<file path="src/rtl/assert_macros.svh">
// ---------------------------------------------------------------------------
// Assertion macros
// Concurrent assertion shorthands clocked on clk and disabled while arst_n is low.
// ---------------------------------------------------------------------------
`ifndef ASSERT_MACROS_SVH
`define ASSERT_MACROS_SVH

// Property that must hold in the same cycle as its antecedent.
`define ASSERT_SAME(lbl, ante, cons, msg) \
	lbl: assert property (@(posedge clk) disable iff (!arst_n) (ante) |-> (cons)) \
		else $error(msg);

// Property whose consequent must hold in the cycle after its antecedent.
`define ASSERT_NEXT(lbl, ante, cons, msg) \
	lbl: assert property (@(posedge clk) disable iff (!arst_n) (ante) |=> (cons)) \
		else $error(msg);

`endif

</file>
<file path="src/rtl/att_pkg.sv">
// ---------------------------------------------------------------------------
// att_pkg
// Shared widths, codes and defaults of the address tracking table.
// ---------------------------------------------------------------------------
`default_nettype none

package att_pkg;

	localparam int ENTRIES_DEFAULT = 32;
	localparam int ADDR_W          = 64;
	localparam int SLOT_W          = 5;
	localparam int STATUS_W        = 2;

	typedef enum logic {
		OP_RECORD = 1'b0,
		OP_CHECK  = 1'b1
	} att_op_t;

	typedef enum logic [STATUS_W-1:0] {
		ST_RECORDED  = 2'd0,
		ST_FULL      = 2'd1,
		ST_FOUND     = 2'd2,
		ST_NOT_FOUND = 2'd3
	} att_status_t;

endpackage

`default_nettype wire

</file>
<file path="src/rtl/att_if.sv">
// ---------------------------------------------------------------------------
// att_if
// Request and response channel interfaces with valid/ready handshake.
// ---------------------------------------------------------------------------
`default_nettype none

interface att_req_if import att_pkg::*; ();
	logic              valid;
	logic              ready;
	logic              op;
	logic [ADDR_W-1:0] address;

	modport source (output valid, output op, output address, input ready);
	modport sink   (input valid, input op, input address, output ready);
endinterface

interface att_rsp_if import att_pkg::*; ();
	logic                valid;
	logic                ready;
	logic [STATUS_W-1:0] status;
	logic [SLOT_W-1:0]   slot;

	modport source (output valid, output status, output slot, input ready);
	modport sink   (input valid, input status, input slot, output ready);
endinterface

`default_nettype wire

</file>
<file path="src/rtl/att_store.sv">
// ---------------------------------------------------------------------------
// att_store
// Address store: one write port, one read port with registered read data.
// ---------------------------------------------------------------------------
`default_nettype none

module att_store import att_pkg::*; #(
	parameter int ENTRIES = ENTRIES_DEFAULT,
	localparam int IW = $clog2(ENTRIES)
) (
	input  wire logic              clk,
	input  wire logic              wr_en,
	input  wire logic [IW-1:0]     wr_idx,
	input  wire logic [ADDR_W-1:0] wr_data,
	input  wire logic              rd_en,
	input  wire logic [IW-1:0]     rd_idx,
	output logic      [ADDR_W-1:0] rd_data
);

	logic [ADDR_W-1:0] mem [ENTRIES];

	always_ff @(posedge clk) begin
		if (wr_en) begin
			mem[wr_idx] <= wr_data;
		end
	end

	// hold read data when no read is issued
	always_ff @(posedge clk) begin
		if (rd_en) begin
			rd_data <= mem[rd_idx];
		end
	end

endmodule

`default_nettype wire

</file>
<file path="src/rtl/address_tracking_table.sv">
// ---------------------------------------------------------------------------
// address_tracking_table
// Fixed table of tracked addresses with a used-slot bitmap.
// ---------------------------------------------------------------------------
// One request is worked on at a time. A request is accepted in idle, then
// slots are visited from 0 upward through the address store read port,
// pipelined so one slot is compared each cycle until the scan finishes;
// the registered read data reaches the compare stage with its slot index.
// A scan ends at the first hit or after the last slot is compared.
// The result sits in an output register, so the next request is taken
// while an earlier result still waits for its transfer; a finished scan
// holds only if that register is still occupied. Record fills the lowest
// free slot (status recorded) or drops the request (status full, slot 0).
// Check-and-remove frees the lowest used slot holding the address (status
// found) or reports not found with slot 0. The used bitmap is cleared by
// reset; the address store is not, and is only compared where used.
// ---------------------------------------------------------------------------
`default_nettype none

`include "assert_macros.svh"

module address_tracking_table import att_pkg::*; #(
	parameter int ENTRIES = ENTRIES_DEFAULT,
	localparam int IW = $clog2(ENTRIES)
) (
	input  wire logic  clk,
	input  wire logic  arst_n,
	att_req_if.sink    req,
	att_rsp_if.source  rsp
);

	localparam logic [IW-1:0] LAST = IW'(ENTRIES - 1);

	typedef enum logic {
		S_IDLE,
		S_SCAN
	} state_t;

	state_t            state_q;
	att_op_t           op_q;
	logic [ADDR_W-1:0] addr_q;
	logic [IW-1:0]     issue_idx_q;
	logic              issue_on_q;
	logic              valid_s1;
	logic [IW-1:0]     idx_s1;
	logic [ENTRIES-1:0] used_q;

	logic                out_valid_q;
	logic [STATUS_W-1:0] out_status_q;
	logic [SLOT_W-1:0]   out_slot_q;

	logic [ADDR_W-1:0] rd_data;
	logic              used_bit;
	logic              hit;
	logic              finish;
	logic              out_free;
	logic              stall;
	logic              rd_en;
	logic              wr_en;
	logic              accept;

	assign accept    = req.valid && req.ready;
	assign req.ready = (state_q == S_IDLE);

	assign rsp.valid  = out_valid_q;
	assign rsp.status = out_status_q;
	assign rsp.slot   = out_slot_q;

	// Compare stage: a record wants a free slot, a lookup a used slot
	// whose stored address matches.
	assign used_bit = used_q[idx_s1];
	always_comb begin
		case (op_q)
			OP_RECORD: hit = !used_bit;
			OP_CHECK:  hit = used_bit && (rd_data == addr_q);
			default:   hit = 1'b0;
		endcase
	end

	assign finish   = valid_s1 && (hit || (idx_s1 == LAST));
	assign out_free = !out_valid_q || rsp.ready;
	assign stall    = finish && !out_free;
	assign rd_en    = (state_q == S_SCAN) && issue_on_q && !stall;
	assign wr_en    = finish && out_free && hit && (op_q == OP_RECORD);

	att_store #(
		.ENTRIES (ENTRIES)
	) u_store (
		.clk     (clk),
		.wr_en   (wr_en),
		.wr_idx  (idx_s1),
		.wr_data (addr_q),
		.rd_en   (rd_en),
		.rd_idx  (issue_idx_q),
		.rd_data (rd_data)
	);

	// Request latch and scan sequencer.
	always_ff @(posedge clk or negedge arst_n) begin
		if (!arst_n) begin
			state_q     <= S_IDLE;
			issue_on_q  <= 1'b0;
			issue_idx_q <= '0;
			valid_s1    <= 1'b0;
			idx_s1      <= '0;
			used_q      <= '0;
		end else begin
			unique case (state_q)
				S_IDLE: begin
					valid_s1 <= 1'b0;
					if (accept) begin
						state_q     <= S_SCAN;
						issue_idx_q <= '0;
						issue_on_q  <= 1'b1;
					end
				end
				S_SCAN: begin
					if (finish && out_free) begin
						// commit: update bitmap, drop any read in flight
						state_q    <= S_IDLE;
						issue_on_q <= 1'b0;
						valid_s1   <= 1'b0;
						if (hit) begin
							used_q[idx_s1] <= (op_q == OP_RECORD);
						end
					end else if (!stall) begin
						// advance: next slot into the compare stage
						valid_s1 <= rd_en;
						idx_s1   <= issue_idx_q;
						if (rd_en) begin
							issue_idx_q <= issue_idx_q + 1'b1;
							if (issue_idx_q == LAST) begin
								issue_on_q <= 1'b0;
							end
						end
					end
				end
				default: begin
					state_q <= S_IDLE;
				end
			endcase
		end
	end

	// Request payload, held for the whole scan.
	always_ff @(posedge clk) begin
		if (accept) begin
			op_q   <= att_op_t'(req.op);
			addr_q <= req.address;
		end
	end

	// Output register: load on commit, release on transfer.
	always_ff @(posedge clk or negedge arst_n) begin
		if (!arst_n) begin
			out_valid_q <= 1'b0;
		end else if (finish && out_free) begin
			out_valid_q <= 1'b1;
		end else if (rsp.ready) begin
			out_valid_q <= 1'b0;
		end
	end

	always_ff @(posedge clk) begin
		if (finish && out_free) begin
			out_slot_q <= hit ? SLOT_W'(idx_s1) : '0;
			case (op_q)
				OP_RECORD: out_status_q <= hit ? ST_RECORDED : ST_FULL;
				OP_CHECK:  out_status_q <= hit ? ST_FOUND : ST_NOT_FOUND;
				default:   out_status_q <= ST_NOT_FOUND;
			endcase
		end
	end

	`ASSERT_SAME(a_s1_in_scan, valid_s1, state_q == S_SCAN, "compare stage busy outside scan")
	`ASSERT_NEXT(a_commit_out, finish && out_free, out_valid_q, "commit did not load result")
	`ASSERT_NEXT(a_stall_hold, stall, valid_s1 && $stable(idx_s1), "stall lost compare stage")
	`ASSERT_NEXT(a_accept_clean, accept, state_q == S_SCAN && !valid_s1, "scan started dirty")

endmodule

`default_nettype wire
</file>
<file path="src/flat_wrapper.sv">
// flat-port wrapper written by rule: the top's interface ports become plain ports
module address_tracking_table_flat import att_pkg::*;
#(
	parameter int ENTRIES = ENTRIES_DEFAULT,
	localparam int IW = $clog2(ENTRIES)
)
  (clk, arst_n, req_valid, req_op, req_address, req_ready, rsp_valid, rsp_status, rsp_slot, rsp_ready);
  att_req_if req_i ();
  att_rsp_if rsp_i ();
  input  wire logic clk;
  input  wire logic arst_n;
  input wire logic [$bits(req_i.valid)-1:0] req_valid;
  input wire logic [$bits(req_i.op)-1:0] req_op;
  input wire logic [$bits(req_i.address)-1:0] req_address;
  output wire logic [$bits(req_i.ready)-1:0] req_ready;
  output wire logic [$bits(rsp_i.valid)-1:0] rsp_valid;
  output wire logic [$bits(rsp_i.status)-1:0] rsp_status;
  output wire logic [$bits(rsp_i.slot)-1:0] rsp_slot;
  input wire logic [$bits(rsp_i.ready)-1:0] rsp_ready;
  assign req_i.valid = req_valid;
  assign req_i.op = req_op;
  assign req_i.address = req_address;
  assign req_ready = req_i.ready;
  assign rsp_valid = rsp_i.valid;
  assign rsp_status = rsp_i.status;
  assign rsp_slot = rsp_i.slot;
  assign rsp_i.ready = rsp_ready;
  address_tracking_table #(.ENTRIES(ENTRIES)) u_core (.clk(clk), .arst_n(arst_n), .req(req_i), .rsp(rsp_i));
endmodule
</file>
<file path="config.mk">
export PLATFORM = sky130hd
export DESIGN_NAME = address_tracking_table_flat
export DESIGN_NICKNAME = d
export VERILOG_FILES = /design/src/rtl/att_pkg.sv /design/src/rtl/att_if.sv /design/src/rtl/att_store.sv /design/src/rtl/address_tracking_table.sv /design/src/flat_wrapper.sv
export VERILOG_INCLUDE_DIRS = /design/src /design/src/rtl
export SDC_FILE = /design/constraint.sdc
export NUM_CORES = 2
export LEC_CHECK = 0
export BUFFER_PORTS_ARGS = -buffer_cell sky130_fd_sc_hd__buf_2
export CORE_ASPECT_RATIO = 0.75
export CORE_MARGIN = 3
export CORE_UTILIZATION = 57
export DETAILED_ROUTE_END_ITERATION = 16
export PLACE_DENSITY = 0.72
export RECOVER_POWER = 25
export SYNTH_ARGS = -nofsm -noshare
export SYNTH_HDL_FRONTEND = slang
export SYNTH_SLANG_ARGS = --single-unit
</file>
<file path="constraint.sdc">
create_clock -name clk -period 9.5 [get_ports clk]
set_clock_uncertainty 0.15 [all_clocks]
set_input_delay 2.375 -clock clk [delete_from_list [all_inputs] [get_ports clk]]
set_output_delay 2.375 -clock clk [all_outputs]
set_load 0.01 [all_outputs]
</file>
## Yosys cells after proc, flatten, opt, wreduce, memory -nomap -nowiden

Memory sizes are Yosys's and may differ from the RTL's. A register that Yosys moved wholly into a read port is not among the register bits.
Index checks and enable logic that the tools add are counted.

- Register bits: 118
- RAM bits: 2048
- Bits of input ports: 69
- Output and inout bits: 9
- Logic and storage cells: 80
- Memories kept: 1

- $add $sub $neg: 1
- $lt $le $gt $ge: 2
- Eq/ne operators: 10
- Mux-type cells: 30
- Bitwise gates (word level): 4
- Reductions and logical operators: 21

Memories:

| name | words | bits a word | rd ports | clocked after memory_dff | wr ports | RTL line | source |
|---|---|---|---|---|---|---|---|
| u_core.u_store.mem | 32 | 64 | 1 | 1 | 1 | att_store.sv:20 | `logic [ADDR_W-1:0] mem [ENTRIES];` |

Operators with widths:

| operator | number |
|---|---|
| $eq A64 B64 Y1 | 1 |
| $bwmux W32 | 1 |
| $mux W5 | 4 |
| $mux W1 | 17 |
| $eq A5 B5 Y1 const B | 2 |
| $logic_and A1 B1 Y1 | 10 |
| $pmux W5 S2 | 1 |
| $ne A3 B3 Y1 const B | 3 |
| $ne A2 B2 Y1 const B | 4 |
| $pmux W1 S2 | 4 |
| $reduce_and A4 Y1 | 2 |
| $lt A5 B6 Y1 const B | 1 |
| $reduce_and A3 Y1 | 2 |
| $add A5 B1 Y5 const B | 1 |
| $bmux W1 S5 | 1 |
| $demux W1 S5 | 1 |
| $ge A5 B1 Y1 const B | 1 |
| $logic_not A1 Y1 | 4 |
| $not A1 Y1 | 4 |
| $pmux W2 S2 | 1 |
| $logic_or A1 B1 Y1 | 2 |
| $reduce_bool A2 Y1 | 1 |

## Longest topological paths before layout

- Word-level depth: 13
- Gate-level depth with buffers: 11

## Hierarchy

From an unflattened synthesis, not the netlist that was laid out.

- Cell total of the unflattened synthesis: 3595
- Area total of the unflattened synthesis: 85464.5 um^2

Modules (own cells, without submodules):

| module | instances | cells each | area each (um^2) |
|---|---|---|---|
| att_store | 1 | 3097 | 79605.1 |
| address_tracking_table | 1 | 498 | 5859.4 |

## Least setup slack after synthesis

No wires, ideal clock.

- Path type: input port to flip-flop
- Start point: in rsp_ready
- End point: mem u_core.u_store.mem[31][0], enable pin
- Arrival: 8.884 ns
- Slack: -0.178 ns
- Stages: 4
- Path buffers: 1
- Path through: nand2b_1 > nand2_1 > clkbuf_1 > nor4_1

- Cells in the longest elaborated chain, start to end: 6

RTL lines:

| element | RTL line | source |
|---|---|---|
| start, declared | flat_wrapper.sv:19 | `input wire logic [$bits(rsp_i.ready)-1:0] rsp_ready;` |
| $logic_or A1 B1 Y1 | address_tracking_table.sv:81 | `assign out_free = !out_valid_q \|\| rsp.ready;` |
| $logic_and A1 B1 Y1 (3 in series) | address_tracking_table.sv:84 | `assign wr_en = finish && out_free && hit && (op_q == OP_RECORD);` |
| $mux W1 | att_store.sv:23 | `if (wr_en) begin` |
| $mux W1 (not written as such) | att_store.sv:24 | `mem[wr_idx] <= wr_data;` |
| end, declared | att_store.sv:20 |  |

No other way between the ends.

## Worst setup path after layout

- Start point: reg u_core.addr_q[52]
- End point: reg u_core.u_store.rd_data[37] (read register of u_core.u_store.mem), enable pin

- Cells in the longest elaborated chain, start to end: 8

RTL lines:

| element | RTL line | source |
|---|---|---|
| start, declared | address_tracking_table.sv:41 | `logic [ADDR_W-1:0] addr_q;` |
| start signal, assigned | address_tracking_table.sv:149 | `addr_q <= req.address;` |
| $eq A64 B64 Y1 | address_tracking_table.sv:75 | `OP_CHECK: hit = used_bit && (rd_data == addr_q);` |
| $logic_and A1 B1 Y1 | address_tracking_table.sv:75 |  |
| $pmux W1 S2 | address_tracking_table.sv:73 | `case (op_q)` |
| $logic_or A1 B1 Y1 | address_tracking_table.sv:80 | `assign finish = valid_s1 && (hit \|\| (idx_s1 == LAST));` |
| $logic_and A1 B1 Y1 | address_tracking_table.sv:80 |  |
| $logic_and A1 B1 Y1 | address_tracking_table.sv:82 | `assign stall = finish && !out_free;` |
| $logic_not A1 Y1 | address_tracking_table.sv:83 | `assign rd_en = (state_q == S_SCAN) && issue_on_q && !stall;` |
| $logic_and A1 B1 Y1 | address_tracking_table.sv:83 |  |
| named net u_core.rd_en | address_tracking_table.sv:58 | `logic rd_en;` |
| end, declared | att_store.sv:17 | `output logic [ADDR_W-1:0] rd_data` |

The timed path passes the listed nets, and every way through them passes these cells.
A chain may end at the register's enable or synchronous reset.

==> run metrics <==
number of vias after detailed routing=38300; TritonCTS clock tree=yes; Worst Min Path Start=u_core.used_q[1]; fraction of final layout cells with drive strength greater than 1=31.1%; total routing usage reported by global routing=26.0%; sequential share of power=45.1%; Peak VDD IR=0.257 mV; I/O pin cnt=78; most common cell after layout, fill and taps aside=edfxtp_1; Final Wtd Congestion=0.814; clock edge transition at the registers on the reported setup and hold paths=0.06 ns; mean number of vias per cell=6.53; internal power of the cells=18800 uW; first-pass iteration count of the detailed router=5; Post-Route Setup TNS=0 ns; commonest cells after routing, fill and taps aside=edfxtp_1 (2184), mux4_2 (641), clkbuf_16 (202), buf_4 (88), clkbuf_1 (85); crit path max fanout=38; die height=340 um; Setup CP Type=reg -> reg; dpl hpwl=108000 um; number of CTS-inserted buffers=199; combinational share of power=25.6%; buffers added on ports=77; DRC violation count after routing=0; buffer count from post-CTS setup fixing=0; Worst Reg-to-Reg Cells=11; capture point of the worst reg-to-reg path=u_core.u_store.rd_data[37]; Detail Route Antenna Nets=0; RSZ-0062 raised after global routing=false; wire length per cell after detailed routing=33.3 um; power per cell area=277 nW/um2; Worst-Margin Slew=1.87 ns; Antenna Diode Count=0; number of nets in the layout=3794; global route overflow=0; total number of yosys warnings=0; power share of the clock group=29.3%; root buffer cell=clkbuf_16; synthesis-stage register bit count=2230; startpoint types=flop; class of the worst hold path=reg -> reg; net count after synthesis=3556; failing checks=max-capacitance violations, max-slew violations; mean instance size in the synthesized netlist=24.4 um2; synth unique cells=55; Sw Share=28.3%; Iter 0 DRT Violations=5462; die width=452 um; relative slew slack=-24.6%; result of the run=finished, violations left; endpoint with the worst hold slack=u_core.used_q[1]; Clock H-tree levels=4; Post-CTS Resized=0; site row count=122; Maximum Capacitance Violations=33; Netlist Area Pre-Place=85000 um2; number of failing hold endpoints at the final stage=0; share of the clock period used by the worst path after layout=62.5%; count of hold buffers inserted by post-cts repair=0; number of antenna violations at the first check in global routing=2; Pleak=0.0291 uW; arrival time reported for the critical path endpoint=6.26 ns; final routed wirelength across all metal layers=196000 um; Area growth, synth to finish=11.2%; startpoint of the worst-slack reg-to-reg timing path=u_core.addr_q[52]; R2R setup slack=3.56 ns; first-pass GRT wire length=285000 um; maximum number of pins on one net before global-route repair=145; Synth Instances=3485; vias in the first global route=38700; floorplan die area=154000 um2; register area share after synthesis=78.5%; Initial Utilization=57.5%; worst hold-check slack=0.367 ns; critical path capture point type=flop; clock buffer depth=3; Peak Freq=168 MHz; share of flip-flops with an asynchronous set or reset=2.06%; Sinks on Clock Net=2230; number of enable flip-flop cells after synthesis=2184; placeable core region=148000 um2; switching power=7420 uW; final setup fails=0; main flop type after synthesis=edfxtp_1; worst hold path depth=2; Final Max Slew Viols=1123; worst-skew pair later-pin latency=0.81 ns; final critical delay including setup and external delays=5.94 ns; required time worst endpoint=9.83 ns
-- flip-flops by register name, indices dropped and copies added (netlist names), 2 cells and up --
| name | cells |
|---|---|
| u_core.rsp.status | 2 |
| u_core.idx_s1 | 5 |
| u_core.u_store.rd_data | 64 |
| u_core.rsp.slot | 5 |
| u_core.used_q | 32 |
| u_core.issue_idx_q | 5 |
| u_core.u_store.mem | 2048 |
| u_core.addr_q | 64 |
-- power groups by stage --
stage	clock, uW	combinational (uW)	sequential, uW
final	7670	6720	11800
after global placement	0	6730	12000
after floorplan	0	4470	12100
after global routing	8180	7100	11900
after detailed placement	0	6770	12000
after CTS	7790	6830	11800
-- worst max path at each step --
stage | start | end | slack [ns] | cells past startpoint
floorplan | rsp_ready | u_core.u_store.rd_data[0] | 1.83 | 3
global placement | rsp_ready | u_core.u_store.mem[26][43] | 3.15 | 7
detailed placement | rsp_ready | u_core.u_store.mem[2][33] | 3.07 | 7
CTS | u_core.idx_s1[0] | u_core.u_store.mem[2][36] | 3.71 | 8
global route | u_core.addr_q[52] | u_core.u_store.rd_data[53] | 3.42 | 11
finish | u_core.addr_q[52] | u_core.u_store.rd_data[37] | 3.56 | 11
-- metrics by stage --
step	setup WS [ns]	total power [uW]	area, um2	instances	util [%]
floorplan	1.83	16500	85000	3485	-
global placement	3.15	18700	88600	5506	59.9
detailed placement	3.07	18800	88600	5506	59.9
CTS	3.71	26400	94700	5870	64.1
global route	3.42	27100	94600	5870	64.0
finish	3.56	26200	94600	5870	64.0
-- cell families after synthesis --
family                     after synthesis  synth area share [%]
AOI/OAI and AO/OA                       61                 0.450
DFF                                   2230                  78.5
muxes                                  754                  18.4
adders and majority gates                2                0.0294
buffers and inverters                  219                 0.998
xor gates and xnor gates                62                 0.639
and+or+nand+nor                        157                 0.958
-- synthesized netlist by cell type, types with 2 or more instances --
master / instances / area [um2]
o21ai_0: 6 / 30.0
o311ai_0: 2 / 17.5
nor2_1: 45 / 169
nand4_1: 3 / 18.8
nand3b_1: 5 / 37.5
clkbuf_1: 130 / 488
mux4_2: 641 / 14400
nand4b_1: 3 / 26.3
buf_2: 9 / 45.0
xnor2_1: 3 / 26.3
buf_6: 2 / 22.5
a31oi_1: 2 / 12.5
dfrtp_1: 46 / 1150
nor4_1: 16 / 100
mux2i_1: 42 / 420
edfxtp_1: 2184 / 65600
nor3b_1: 5 / 37.5
nand3_1: 11 / 55.1
o21ai_2: 2 / 17.5
o22ai_1: 4 / 25.0
o211ai_1: 3 / 22.5
ha_1: 2 / 25.0
buf_1: 37 / 139
or4_1: 3 / 22.5
nand2b_1: 2 / 12.5
xor2_1: 59 / 517
a21oi_1: 31 / 155
nor2b_1: 6 / 37.5
nor3_1: 8 / 40.0
mux4_1: 2 / 52.6
or3b_2: 2 / 17.5
nand2_1: 37 / 139
mux2_2: 69 / 777
and3_1: 3 / 18.8
inv_1: 40 / 150
-- metal layers --
metal  part of all wire, %  vias up  global-route usage, %
li1                      -    15400                      -
met1                    40    20600                   39.5
met2                    47     2116                   38.6
met3                    10      252                   6.30
met4                   2.5        2                   7.28
met5                0.0036        -                      0
-- worst max-delay path, cell delays in order (launching register included) --
cell,delay [ns]
edfxtp_1,0.32
clkbuf_1,1.05
xor2_1,0.31
nor4_1,1.13
nand4_1,0.71
nor3_1,0.36
buf_4,0.22
a211oi_2,0.12
nor3_1,0.37
nor3_2,0.06
buf_4,0.27
buf_4,0.38
-- layout make-up --
type	instances	area (um2)
fillers	9346	53300
multi-input cells	1036	17700
repair buffers	215	1380
flip-flops and latches	2230	66800
clock inverters	118	885
well taps	1984	2480
clock buffers	246	5220
inverters	41	161
Note: power is estimated with default switching activity, not from simulation.
